$ cat config.mk
export PLATFORM = sky130hd
export DESIGN_NAME = ctam_fifo
export DESIGN_NICKNAME = d
export VERILOG_FILES = /design/src/sv/ctam_pkg.sv /design/src/sv/ctam_fifo.sv
export SDC_FILE = /design/constraint.sdc
export NUM_CORES = 1
export LEC_CHECK = 0
export BUFFER_PORTS_ARGS = -buffer_cell sky130_fd_sc_hd__buf_2
export CAP_MARGIN = 20
export CORE_MARGIN = 8
export CORE_UTILIZATION = 34
export CTS_CLUSTER_DIAMETER = 30
export DETAILED_ROUTE_END_ITERATION = 6
export PLACE_DENSITY = 0.48
export SLEW_MARGIN = 20
export SYNTH_ARGS = -nofsm -noshare
export SYNTH_HDL_FRONTEND = slang
export SYNTH_SLANG_ARGS = --single-unit
export TNS_END_PERCENT = 20
$ cat constraint.sdc
create_clock -name clock -period 8.01 [get_ports clock]
set_clock_uncertainty 0.1 [all_clocks]
set_input_delay 0.801 -clock clock [delete_from_list [all_inputs] [get_ports clock]]
set_output_delay 0.801 -clock clock [all_outputs]
set_load 0.02 [all_outputs]
$ cat src/sv/ctam_pkg.sv
`timescale 1ns / 1ps
package ctam_pkg;

   localparam int MAX_FACE_SIZE        = 4096;
   localparam int COMPONENTS_PER_TEXEL = 4;
   localparam int SIZE_W               = 13;
   localparam int COORD_W              = 12;
   localparam int FRAC_W               = 8;
   localparam int ADDR_W               = 29;
   localparam int DIR_W                = 16;
   localparam int PROD_W               = 29;
   localparam int SQ_W                 = 25;
   localparam int DEN_W                = 17;
   localparam int QUO_W                = SIZE_W + FRAC_W;
   localparam int DIV_STEPS            = QUO_W;
   localparam int FIFO_DEPTH           = 4;

   typedef enum logic {
      CSR_FACE_SIZE   = 1'b0,
      CSR_FILTER_MODE = 1'b1
   } csr_index_type;

   typedef enum logic [2:0] {
      FACE_POS_X = 3'd0,
      FACE_NEG_X = 3'd1,
      FACE_POS_Y = 3'd2,
      FACE_NEG_Y = 3'd3,
      FACE_POS_Z = 3'd4,
      FACE_NEG_Z = 3'd5
   } face_type;

   typedef struct packed {
      logic [2:0]        face;
      logic [PROD_W-1:0] prod_s;
      logic [PROD_W-1:0] prod_t;
      logic [DIR_W-1:0]  major;
      logic [SQ_W-1:0]   sq;
      logic [SIZE_W-1:0] size;
      logic              bil;
   } work_type;

   typedef struct packed {
      logic [DEN_W-1:0]  rem;
      logic [SIZE_W-1:0] low;
      logic [QUO_W-1:0]  quo;
   } div_state_type;

   typedef struct packed {
      logic [COORD_W-1:0] lo;
      logic [COORD_W-1:0] hi;
      logic [FRAC_W-1:0]  frac;
   } axis_type;

   function automatic div_state_type div_step(div_state_type d, logic [DEN_W-1:0] den);
      logic [DEN_W:0] trial;
      div_state_type  r;
      trial = {d.rem, d.low[SIZE_W-1]};
      r.low = {d.low[SIZE_W-2:0], 1'b0};
      if (trial >= {1'b0, den}) begin
         r.rem = DEN_W'(trial - {1'b0, den});
         r.quo = {d.quo[QUO_W-2:0], 1'b1};
      end else begin
         r.rem = trial[DEN_W-1:0];
         r.quo = {d.quo[QUO_W-2:0], 1'b0};
      end
      return r;
   endfunction

   function automatic axis_type axis_clamp(logic [QUO_W-1:0] quo, logic [COORD_W-1:0] top,
                                           logic bil);
      logic [SIZE_W-1:0] q;
      axis_type          a;
      q = quo[QUO_W-1:FRAC_W];
      a.frac = '0;
      if (!bil) begin
         a.lo = (q > {1'b0, top}) ? top : q[COORD_W-1:0];
      end else if (q >= {1'b0, top}) begin
         a.lo = top;
      end else begin
         a.lo   = q[COORD_W-1:0];
         a.frac = quo[FRAC_W-1:0];
      end
      if (!bil || a.lo == top) begin
         a.hi = bil ? top : a.lo;
      end else begin
         a.hi = a.lo + COORD_W'(1);
      end
      return a;
   endfunction

endpackage

$ cat src/sv/ctam_fifo.sv
`timescale 1ns / 1ps
module ctam_fifo (
   input  logic                clock,
   input  logic                reset,
   input  logic                push_valid,
   input  ctam_pkg::work_type  push_data,
   output logic                push_full,
   input  logic                pop,
   output logic                pop_valid,
   output ctam_pkg::work_type  pop_data
);
   import ctam_pkg::*;

   localparam int PTR_W = $clog2(FIFO_DEPTH);

   work_type           mem_ff [FIFO_DEPTH];
   logic [PTR_W-1:0]   wr_ff, rd_ff;
   logic [PTR_W:0]     count_ff;
   logic               do_push, do_pop;

   assign push_full = (count_ff == (PTR_W+1)'(FIFO_DEPTH));
   assign pop_valid = (count_ff != '0);
   assign pop_data  = mem_ff[rd_ff];
   assign do_push   = push_valid && !push_full;
   assign do_pop    = pop && pop_valid;

   always_ff @(posedge clock) begin
      if (reset) begin
         wr_ff    <= '0;
         rd_ff    <= '0;
         count_ff <= '0;
      end else begin
         if (do_push) begin
            wr_ff <= wr_ff + PTR_W'(1);
         end
         if (do_pop) begin
            rd_ff <= rd_ff + PTR_W'(1);
         end
         if (do_push && !do_pop) begin
            count_ff <= count_ff + (PTR_W+1)'(1);
         end else if (do_pop && !do_push) begin
            count_ff <= count_ff - (PTR_W+1)'(1);
         end
      end
   end

   always_ff @(posedge clock) begin
      if (do_push) begin
         mem_ff[wr_ff] <= push_data;
      end
   end

endmodule

Yosys cells after proc, flatten, opt, wreduce, memory -nomap -nowiden
Memory sizes are Yosys's and may differ from the RTL's. A register that Yosys moved wholly into a read port is not among the register bits.
Index checks and enable logic that the tools add are counted.
- bits in writable memories: 464
- bits of input ports: 120
- memories kept: 1
- register bits: 7
- memories (name ; depth ; width ; rd ports ; clocked after Yosys merged registers in ; write ports ; RTL line ; text):
    mem_ff ; 4 ; 116 ; 1 ; 1 ; 1 ; ctam_fifo.sv:16 ; work_type mem_ff [FIFO_DEPTH];
- mux-type cells: 6
- add/sub/neg operators: 4
- eq/ne operators: 1
- reductions and logical operators: 9
- operators by type and width (kind ; number):
    3-bit 2-to-1 mux ; 2
    2-bit by 1-bit adder with 2-bit output, second input constant ; 2
    1-bit logical AND ; 4
    2-bit 2-to-1 mux ; 2
    3-bit by 1-bit adder with 3-bit output, second input constant ; 1
    3-bit equality test, second input constant ; 1
    1-bit logical NOT ; 3
    3-bit nonzero test ; 1
    3-bit by 1-bit subtractor with 3-bit output, second input constant ; 1
    1-bit 2-to-1 mux ; 2
    2-bit nonzero test ; 1

Longest topological paths before layout
- depth in word-level cells: 7
- mapped depth: 8
- mapped depth without buffers: 8

Least setup slack after synthesis
No wires, ideal clock.
- kind: input to register
- start: in push_valid
- end: mem mem_ff[0][0] in the netlist's numbering (enable)
- stages on the path: 3
- slack: 3.611 ns
- arrival time: 3.811 ns
- data required time: 7.421 ns
- path buffers: 0
- cells stage by stage: inv_1 > nor2_1 > and2_1
- longest elaborated chain between the ends: 3
- RTL lines (item ; RTL line ; text):
    start, declared ; ctam_fifo.sv:5 ; input logic push_valid,
    1-bit logical AND ; ctam_fifo.sv:24 ; assign do_push = push_valid && !push_full;
    via do_push ; ctam_fifo.sv:19 ; logic do_push, do_pop;
    1-bit 2-to-1 mux ; ctam_fifo.sv:48 ; if (do_push) begin
    1-bit 2-to-1 mux (implied by the code) ; ctam_fifo.sv:49 ; mem_ff[wr_ff] <= push_data;
    end, declared ; ctam_fifo.sv:16 ;
The timed path passes the listed nets, and every way through them passes these cells.

==> metrics.csv <==
metric;value;unit
status;completed;
initial DRC count;448;
top layer in use;met5;
I/O pins;238;
Layout area overhead;31.7;%
final RePlAce weighted congestion;0.664;
area of the die;57900;um2
final setup fails;0;
Worst-Skew Late Latency;610;ps
fillcell total;4263;
Clock Path Buffers;3;
Mean Syn Cell Area;26.2;um2
crit-path max cell delay;860;ps
initial core utilization;34.4;%
Row Count;82;
# port buffers;237;
Reg area;14100;um2
hold buffers post-CTS;0;
Worst Setup Start Kind;flop;
Sink Count;473;
Worst path slowest cell;dfxtp_4;
worst hold path type;primary input to flop;
Vias/cell;4.66;
die height;241;um
Largest delay share family, worst path;buffers and inverters;
leakage power;0.00774;uW
Reg clk slew, reported paths;50;ps
hpwl dp;20.9;mm
Post-Route WL;36.8;mm
vias in the first global route;8976;
Fmax achieved;248;MHz
via count;8105;
unrepaired setup endpoints after global routing;no;
YS warnings;0;
Final Cell Area;22600;um2
Initial DRT Pass Iterations;4;
CP arrival;3140;ps
total clock buffers created by CTS;103;
PostCTS Resize Cnt;0;
drt wl/cell;21.1;um
Seq/Total Area, Yosys;82.2;%
number of synthesized register bits;473;
Die Wd;241;um
critical path endpoint category;output pin;
gr ovfl total;0;
Routed met2 length;17.4;mm
Worst slew margin;34.6;%
post-route ant nets;0;
Reg2Reg Launch Point;count_ff[0];
fin crit share;50.4;%
Min Clock Period, post-route;4040;ps
drt drc;0;
htree depth;3;
syn_nets;780;
first-pass GRT wire length;55.0;mm
post-synth cell types;20;
Final Hold Fails;0;
largest net degree at the start of global routing;60;
PD cells;391;nW/um2
CTS tree;built;
Peak supply drop;210;uV
Fin Setup TNS;0;ps
setup bufs post-CTS;0;
M1 WL;16.0;mm
hold_sp;push_data[29];
Buf+Inv Stages, Crit Path;2;
number of max-cap violations;0;
layout cells sized above 1;49.6;%
DP Area;19100;um2
crit-path cells;buf_4 -> mux4_2 -> buf_2;
NumNets Final;1107;
worst-margin pin slew;981;ps
root buf cell;clkbuf_16;
total track usage;12.7;%
met3 WL;2.50;mm
area of the multi-input gates;2880;um2
Required @ worst endpoint;7110;ps
initial antenna violation count;7;
core area;50000;um2
Final Max Slew Viols;0;
Mapped Area;17200;um2
Crit Path Max Fanout;41;
Mapped Cells;654;
kind of critical path;flop to output pin;
placed cells by master, fill, tap and decap left out, types with 3 or more instances in the layout:
cell / n
nor2_1: 6
clkinv_2: 17
buf_2: 237
inv_1: 4
buf_4: 12
or3_1: 3
clkinv_1: 23
inv_6: 4
clkinvlp_4: 10
dfxtp_1: 7
ha_1: 5
clkinv_4: 4
clkbuf_1: 9
edfxtp_1: 464
and2_4: 4
bufinv_16: 15
mux4_2: 116
xor2_1: 4
diode_2: 3
clkbuf_16: 105
kinds of logic after synthesis:
family          share of synthesized area (%)
compound gates                          0.211
xor+xnor                                0.204
fa+ha+maj                               0.481
buf+inv                                  1.04
flops                                    82.2
mux                                      15.3
simple gates                            0.503
metrics by stage:
step                total power [uW]  utilization [%]  worst slack (ps)  hold WS (ps)  cells
finish                          8830             45.2              3970           305   1740
global route                    9190             45.2              3660           268   1740
CTS                             8980             45.2              3790           247   1737
detailed placement              4820             38.3              4460           408   1548
global placement                4820             38.3              4450           405   1548
floorplan                       4270                -              3610           382    654
report_power, final:
part	switching (uW)	internal, uW	leakage [uW]
sequential	108	2990	0.00433
combinational	944	672	0.00175
clock	1260	2860	0.00167
total	2310	6520	0.00774
layout make-up:
class / count / share of cell area (%)
Sequential cell: 473 / 62.5
Multi-Input combinational cell: 150 / 12.8
Clock buffer: 116 / 11.9
Timing Repair Buffer: 249 / 5.65
Tap cell: 672 / 3.72
Clock inverter: 73 / 3.39
Inverter: 4 / 0.0664
Antenna cell: 3 / 0.0332
registers in the layout, summed over array words and instances (netlist names), named ones only:
name      count
mem_ff      464
count_ff      3
rd_ff         2
wr_ff         2
cells in the mapped netlist:
master	count	area (um2)
xor2_1	4	35.0
clkbuf_1	8	30.0
or3_1	3	18.8
fa_1	1	20.0
nand2b_1	2	12.5
o21ai_0	2	10.0
ha_1	5	62.6
inv_1	4	15.0
nor3b_1	1	7.51
a21oi_1	2	10.0
o311ai_0	1	8.76
and2_1	4	25.0
buf_2	13	65.1
mux2i_1	2	20.0
dfxtp_1	9	180
buf_6	6	67.6
edfxtp_1	464	13900
o31ai_1	1	7.51
mux4_2	116	2610
nor2_1	6	22.5
final timing paths:
check	cells after the start	to	slack (ps)
setup / recovery	3	pop_data[92]	3970
hold reg to reg	2	wr_ff[1]	420
setup reg to reg	4	mem_ff[1][81]	5290
hold / removal	1	mem_ff[2][29]	300
worst reg2reg max path, stage by stage, from the launching register on:
cell and delay (ps):
dfxtp_1 450, nor3b_1 130, nor2_1 400, and2_4 400, buf_4 800
per-layer routing:
layer / GRT usage [%] / vias to the layer above
li1: - / 3532
met1: 16.3 / 4254
met2: 19.4 / 253
met3: 4.34 / 60
met4: 5.44 / 6
met5: 0 / -
(Power assumes the default switching activity.)
