<file path="config.mk">
export PLATFORM = sky130hd
export DESIGN_NAME = ctam_front_flat
export DESIGN_NICKNAME = d
export VERILOG_FILES = /design/src/sv/ctam_pkg.sv /design/src/sv/ctam_req_if.sv /design/src/sv/ctam_front.sv /design/src/flat_wrapper.sv
export SDC_FILE = /design/constraint.sdc
export NUM_CORES = 2
export LEC_CHECK = 0
export ABC_AREA = 1
export BUFFER_PORTS_ARGS = -buffer_cell sky130_fd_sc_hd__clkbuf_2
export CAP_MARGIN = 20
export CORE_MARGIN = 2
export CORE_UTILIZATION = 40
export DETAILED_ROUTE_END_ITERATION = 16
export PLACE_DENSITY_LB_ADDON = 0.3
export SYNTH_ARGS = -nofsm -noshare
export SYNTH_HDL_FRONTEND = slang
export SYNTH_SLANG_ARGS = --single-unit
</file>
<file path="constraint.sdc">
create_clock -name clock -period 16.1 [get_ports clock]
set_input_delay 0.805 -clock clock [delete_from_list [all_inputs] [get_ports clock]]
set_output_delay 0.805 -clock clock [all_outputs]
set_load 0.02 [all_outputs]
</file>
<file path="src/sv/ctam_pkg.sv">
`timescale 1ns / 1ps
package ctam_pkg;

   localparam int MAX_FACE_SIZE        = 4096;
   localparam int COMPONENTS_PER_TEXEL = 4;
   localparam int SIZE_W               = 13;
   localparam int COORD_W              = 12;
   localparam int FRAC_W               = 8;
   localparam int ADDR_W               = 29;
   localparam int DIR_W                = 16;
   localparam int PROD_W               = 29;
   localparam int SQ_W                 = 25;
   localparam int DEN_W                = 17;
   localparam int QUO_W                = SIZE_W + FRAC_W;
   localparam int DIV_STEPS            = QUO_W;
   localparam int FIFO_DEPTH           = 4;

   typedef enum logic {
      CSR_FACE_SIZE   = 1'b0,
      CSR_FILTER_MODE = 1'b1
   } csr_index_type;

   typedef enum logic [2:0] {
      FACE_POS_X = 3'd0,
      FACE_NEG_X = 3'd1,
      FACE_POS_Y = 3'd2,
      FACE_NEG_Y = 3'd3,
      FACE_POS_Z = 3'd4,
      FACE_NEG_Z = 3'd5
   } face_type;

   typedef struct packed {
      logic [2:0]        face;
      logic [PROD_W-1:0] prod_s;
      logic [PROD_W-1:0] prod_t;
      logic [DIR_W-1:0]  major;
      logic [SQ_W-1:0]   sq;
      logic [SIZE_W-1:0] size;
      logic              bil;
   } work_type;

   typedef struct packed {
      logic [DEN_W-1:0]  rem;
      logic [SIZE_W-1:0] low;
      logic [QUO_W-1:0]  quo;
   } div_state_type;

   typedef struct packed {
      logic [COORD_W-1:0] lo;
      logic [COORD_W-1:0] hi;
      logic [FRAC_W-1:0]  frac;
   } axis_type;

   function automatic div_state_type div_step(div_state_type d, logic [DEN_W-1:0] den);
      logic [DEN_W:0] trial;
      div_state_type  r;
      trial = {d.rem, d.low[SIZE_W-1]};
      r.low = {d.low[SIZE_W-2:0], 1'b0};
      if (trial >= {1'b0, den}) begin
         r.rem = DEN_W'(trial - {1'b0, den});
         r.quo = {d.quo[QUO_W-2:0], 1'b1};
      end else begin
         r.rem = trial[DEN_W-1:0];
         r.quo = {d.quo[QUO_W-2:0], 1'b0};
      end
      return r;
   endfunction

   function automatic axis_type axis_clamp(logic [QUO_W-1:0] quo, logic [COORD_W-1:0] top,
                                           logic bil);
      logic [SIZE_W-1:0] q;
      axis_type          a;
      q = quo[QUO_W-1:FRAC_W];
      a.frac = '0;
      if (!bil) begin
         a.lo = (q > {1'b0, top}) ? top : q[COORD_W-1:0];
      end else if (q >= {1'b0, top}) begin
         a.lo = top;
      end else begin
         a.lo   = q[COORD_W-1:0];
         a.frac = quo[FRAC_W-1:0];
      end
      if (!bil || a.lo == top) begin
         a.hi = bil ? top : a.lo;
      end else begin
         a.hi = a.lo + COORD_W'(1);
      end
      return a;
   endfunction

endpackage

</file>
<file path="src/sv/ctam_req_if.sv">
`timescale 1ns / 1ps
interface ctam_req_if;
   logic                      valid;
   logic                      ready;
   logic signed [15:0]        dir_x;
   logic signed [15:0]        dir_y;
   logic signed [15:0]        dir_z;
   modport source (output valid, dir_x, dir_y, dir_z, input ready);
   modport sink (input valid, dir_x, dir_y, dir_z, output ready);
endinterface

</file>
<file path="src/sv/ctam_front.sv">
`timescale 1ns / 1ps
module ctam_front (
   input  logic                          clock,
   input  logic                          reset,
   ctam_req_if.sink                      req_chan,
   input  logic [ctam_pkg::SIZE_W-1:0]   size,
   input  logic                          bil,
   output logic                          push_valid,
   output ctam_pkg::work_type            push_data,
   input  logic                          push_full
);
   import ctam_pkg::*;

   typedef struct packed {
      logic [2:0]        face;
      logic signed [16:0] s;
      logic signed [16:0] t;
      logic [DIR_W-1:0]  major;
      logic [SIZE_W-1:0] size;
      logic              bil;
   } class_type;

   logic              a_valid_ff;
   class_type         a_ff;
   class_type         a_in;
   logic signed [16:0] xe, ye, ze;
   logic [16:0]       ax, ay, az;
   logic [16:0]       n_s, n_t;
   logic signed [17:0] sum_s, sum_t;

   assign req_chan.ready = !a_valid_ff || !push_full;

   always_comb begin
      xe = {req_chan.dir_x[15], req_chan.dir_x};
      ye = {req_chan.dir_y[15], req_chan.dir_y};
      ze = {req_chan.dir_z[15], req_chan.dir_z};
      ax = xe[16] ? 17'(-xe) : 17'(xe);
      ay = ye[16] ? 17'(-ye) : 17'(ye);
      az = ze[16] ? 17'(-ze) : 17'(ze);
      a_in.size = size;
      a_in.bil  = bil;
      if (ax >= ay && ax >= az) begin
         a_in.face  = xe[16] ? FACE_NEG_X : FACE_POS_X;
         a_in.s     = xe[16] ? ze : -ze;
         a_in.t     = -ye;
         a_in.major = ax[DIR_W-1:0];
      end else if (ay >= az) begin
         a_in.face  = ye[16] ? FACE_NEG_Y : FACE_POS_Y;
         a_in.s     = xe;
         a_in.t     = ye[16] ? -ze : ze;
         a_in.major = ay[DIR_W-1:0];
      end else begin
         a_in.face  = ze[16] ? FACE_NEG_Z : FACE_POS_Z;
         a_in.s     = ze[16] ? -xe : xe;
         a_in.t     = -ye;
         a_in.major = az[DIR_W-1:0];
      end
      if (a_in.major == '0) begin
         a_in.s     = '0;
         a_in.t     = '0;
         a_in.major = DIR_W'(1);
      end
   end

   always_ff @(posedge clock) begin
      if (reset) begin
         a_valid_ff <= 1'b0;
      end else if (req_chan.ready) begin
         a_valid_ff <= req_chan.valid;
      end
   end

   always_ff @(posedge clock) begin
      if (req_chan.ready && req_chan.valid) begin
         a_ff <= a_in;
      end
   end

   always_comb begin
      sum_s = 18'(a_ff.s) + $signed({2'b00, a_ff.major});
      sum_t = 18'(a_ff.t) + $signed({2'b00, a_ff.major});
      n_s   = sum_s[16:0];
      n_t   = sum_t[16:0];
      push_valid       = a_valid_ff;
      push_data.face   = a_ff.face;
      push_data.prod_s = PROD_W'(n_s) * PROD_W'(a_ff.size);
      push_data.prod_t = PROD_W'(n_t) * PROD_W'(a_ff.size);
      push_data.major  = a_ff.major;
      push_data.sq     = SQ_W'(a_ff.size) * SQ_W'(a_ff.size);
      push_data.size   = a_ff.size;
      push_data.bil    = a_ff.bil;
   end

endmodule

</file>
<file path="src/flat_wrapper.sv">
// flat-port wrapper written by rule: the top's interface ports become plain ports
module ctam_front_flat import ctam_pkg::*;
  (clock, reset, size, bil, push_valid, push_data, push_full, req_chan_valid, req_chan_dir_x, req_chan_dir_y, req_chan_dir_z, req_chan_ready);
  ctam_req_if req_chan_i ();
  input  logic clock;
  input  logic reset;
  input  logic [ctam_pkg::SIZE_W-1:0] size;
  input  logic bil;
  output logic push_valid;
  output ctam_pkg::work_type push_data;
  input  logic push_full;
  input wire logic [$bits(req_chan_i.valid)-1:0] req_chan_valid;
  input wire logic [$bits(req_chan_i.dir_x)-1:0] req_chan_dir_x;
  input wire logic [$bits(req_chan_i.dir_y)-1:0] req_chan_dir_y;
  input wire logic [$bits(req_chan_i.dir_z)-1:0] req_chan_dir_z;
  output wire logic [$bits(req_chan_i.ready)-1:0] req_chan_ready;
  assign req_chan_i.valid = req_chan_valid;
  assign req_chan_i.dir_x = req_chan_dir_x;
  assign req_chan_i.dir_y = req_chan_dir_y;
  assign req_chan_i.dir_z = req_chan_dir_z;
  assign req_chan_ready = req_chan_i.ready;
  ctam_front u_core (.clock(clock), .reset(reset), .req_chan(req_chan_i), .size(size), .bil(bil), .push_valid(push_valid), .push_data(push_data), .push_full(push_full));
endmodule
</file>
---- Word-level counts from Yosys, hierarchy flattened ----
Index checks and enable logic that the tools add are counted.
W data, S select, Z words.
storage, ports and cells
  input port bits ......................... 66
  output and inout port bits .............. 118
  word-level logic and storage cells ...... 35
  register bits after elaboration ......... 68
operators by class
  multiplexer cells ....................... 11
  reduce and logical (&&, ||, !) cells .... 6
  $lt $le $gt $ge ......................... 3
  $mul .................................... 3
  add/subtract/negate cells ............... 5
operators by type and width
  operator             number
  $mux W53             2
  $mux W17             6
  $mul A17 B13 Y29     2
  $ge A17 B17 Y1       3
  $neg A16 Y17         3
  $add A17 B17 Y17     2
  $mul A13 B13 Y25     1
  $logic_not A16 Y1    1
  $mux W1              3
  $logic_and A1 B1 Y1  2
  $logic_not A1 Y1     2
  $logic_or A1 B1 Y1   1

---- Logic depth before layout (Yosys ltp) ----
  word-level depth ........................ 6
  depth in mapped cells ................... 38
  gate-level depth less buffers ........... 38

---- Worst setup path after synthesis ----
Ideal clock, no wire load.
  path type ............................... flip-flop to output port
  start point ............................. register u_core.a_ff, in the netlist u_core.push_data[39]
  end point ............................... output push_data[111] in the netlist's numbering
  path slack .............................. 8.792 ns
  cell stages (with the launch flop) ...... 32
  arrival ................................. 6.503 ns
  required time ........................... 15.295 ns
  path buffers ............................ 0
  cells stage by stage .................... edfxtp_1 ha_1 inv_1 fa_1 o21ai_1 a21oi_1 o21ai_1 a21oi_1 o21ai_0 or2_2 nand2_1 inv_1 nand2_1 fa_1 fa_1 inv_1 fa_1 fa_1 inv_1 fa_1 inv_1 ha_1 nand2_1 nor2_1 and3_1 nand4_1 nand3_1 nand3_1 nand2_1 a21oi_1 o21ai_0 xor2_1
RTL lines
  item                      RTL line            text
  start: declaration        ctam_front.sv:24    class_type a_ff;
  start signal: assignment  ctam_front.sv:75    a_ff <= a_in;
  end: declaration          flat_wrapper.sv:10  output ctam_pkg::work_type push_data;

==> qor.yml <==
run_status:
  status: "complete, no violations"
setup_path:
  crit_path_frequent_cell: "inv_1"
  cp_slowest_stage_delay_ns: 0.57
  cp_max_fo: 8
  r2r_cells: 2
  cp.required_ns: 15.29
  path_class: "flop to primary output"
  ff2ff_setup_slack_ns: 14.44
  crit_end: "push_data[75]"
  worstSetupEndpointType: "primary output"
  r2r-start: "u_core.push_valid"
  critPathLaunch: "u_core.push_data[39]"
  rr_endpoint: "u_core.push_data[2]"
  cp_slowest_cell: "xor2_1"
  start_kind: "flop"
  critPathArrivalTime_ns: 7.95
worst_hold_path:
  hold_path.class: "flop to flop"
global_routing:
  antenna_found_initial: 2
  gr-total-overflow: 0
  met1_usage_pct: 31.1
  grt_use_met2_pct: 37.1
  track_usage_pct: 22.7
  grt.busiest_layer: "met2"
  grt_pass1_vias: 22600
  grt_pass1_wl_um: 121000
  grt_util_met3_pct: 4.46
  grt_max_degree: 68
sta:
  tns_ns: 0
  slew-limit-headroom_pct: 25.6
  setup_viol: 0
  finalHoldViolCount: 0
  tightest_slew_ns: 1.11
  period_share_pct: 54.4
  fmax_mhz: 114
  post-route-min-period_ns: 8.75
  rsz0062_at_grt: "false"
  slew_violations: 0
  finClkSkew_ns: 0.00814
clocking:
  ctsResizeCount: 0
  postCtsHoldBufs: 0
  clock_path_buffers: 2
  insertion_delay_ns: 0.37
  clk_pin_slew_ns: 0.06
  cts_max_level: 3
  post-cts-setup-buffers: 0
  cts_sinks: 68
  tritoncts: "built"
  root_buffer: "clkbuf_16"
  cts_buffers: 9
logic_synthesis:
  netlist.area_leader.share_pct: 32.1
  netlist_area_um2: 26600
  syn_inst: 3499
  yosys_register_bits: 68
  post_synth.cell_area_avg_um2: 7.60
  netlist_top_cells_area: "fa_1 32%, ha_1 14%, inv_1 11%"
  syn-num-nets: 4295
  netlist_top_cells_count: "778 x inv_1, 734 x nand2_1, 427 x fa_1"
  postSynth.topFlopCell: "edfxtp_1"
  yosysWarnings: 0
  ys_seq_area_share_pct: 7.64
  synth_cell_types: 56
  yosysMostFrequentCell: "inv_1"
  synth_edf_count: 67
  synthArstFlopShare_pct: 0
  yosysTopAreaCell: "fa_1"
flow_run:
  cap_violations: 0
place:
  place_hpwl_um: 61600
  io_buffers: 182
  place.gp.congestion: 0.992
die:
  die_y_um: 262
  die_area_um2: 68600
  rows: 94
  die_w_um: 262
  initial_core_util_pct: 40.5
  core_um2: 65700
  top_level_ports: 184
layout:
  layout.nets: 4378
  drive_gt1_share_pct: 9.42
  antennaDiodeCount: 0
  area_growth_pct: 6.92
drt:
  first_iter_violations: 1563
  ant_nets: 0
  num_vias: 22700
  dr.pass1.iters: 6
  vias_per_cell: 5.09
  routed_wl_um: 75800
  drcViolationCount: 0
  routedWlPerCell_um: 17.0
-- layout make-up --
cell class,instances,area [um^2]
clock inverters,7,82.6
clock buffers,9,225
multi-input cells,2502,20900
inverters,790,2970
well taps,864,1080
fillers,6767,37300
repair buffers,211,1180
flip-flops and latches,68,2030
-- layer usage --
| layer | vias to the layer above | part of all wire (%) |
|---|---|---|
| li1 | 10800 | - |
| met1 | 10900 | 43 |
| met2 | 846 | 46 |
| met3 | 109 | 9.0 |
| met4 | 2 | 2.4 |
| met5 | - | 0.017 |
-- sequential cells by signal, summed over array words and instances (netlist names) --
register	cells
u_core.a_ff	34
u_core.push_data	33
u_core.push_valid	1
-- logic make-up (layout without fill, tap and decap cells) --
group,count (synthesis),after routing,synth area share [%]
AND/OR/NAND/NOR,1273,1273,20.0
buffers and inverters,929,1017,13.9
adder cells (fa/ha/maj),730,730,46.4
AO/OA/AOI/OAI,388,388,8.35
XOR/XNOR,110,110,3.70
flip-flops,68,68,7.64
other,1,1,0.0141
-- per-stage QoR --
stage	cell area, um^2	worst slack [ns]	instances	utilization [%]	hold slack, ns
floorplan	26600	8.79	3499	-	0.699
global placement	28100	7.81	4432	42.7	0.515
detailed placement	28100	7.79	4432	42.7	0.528
CTS	28400	7.38	4448	43.1	0.539
global route	28400	6.71	4451	43.3	0.560
finish	28400	7.35	4451	43.3	0.541
-- cells in the final DEF (no fill, tap or decap), types with 13 or more instances in the layout --
cell / count
xnor2_1: 34
fa_1: 427
a21oi_2: 31
buf_4: 26
a21oi_1: 165
nand4_1: 25
o21ai_0: 98
clkbuf_2: 182
xor2_1: 74
ha_1: 303
or2_2: 28
nor2_2: 13
nand3_1: 86
nor2_1: 324
edfxtp_1: 67
o21ai_1: 26
nand2_1: 734
inv_1: 778
nor3_1: 17
-- worst min-delay path by stage --
stage / start / endpoint / slack, ns / cells after the start
finish: u_core.push_valid / u_core.push_valid / 0.54 / 2
global route: u_core.push_valid / u_core.push_valid / 0.56 / 2
CTS: u_core.push_valid / u_core.push_valid / 0.54 / 2
detailed placement: u_core.push_valid / u_core.push_valid / 0.53 / 2
global placement: u_core.push_valid / u_core.push_valid / 0.52 / 2
floorplan: u_core.push_valid / u_core.push_valid / 0.70 / 2
-- critical path: cells and delay by family (launching register included) --
family                     cells  cell delay, ns
AOI/OAI and AO/OA              8            1.79
xor gates and xnor gates       2            0.73
adders and majority gates      8            3.27
buffers and inverters          8            0.94
DFF                            1            0.38
and+or+nand+nor                3            0.44
Power is not shown: default switching activity piles up to over one toggle a cycle in this logic, so the estimate is an artifact.
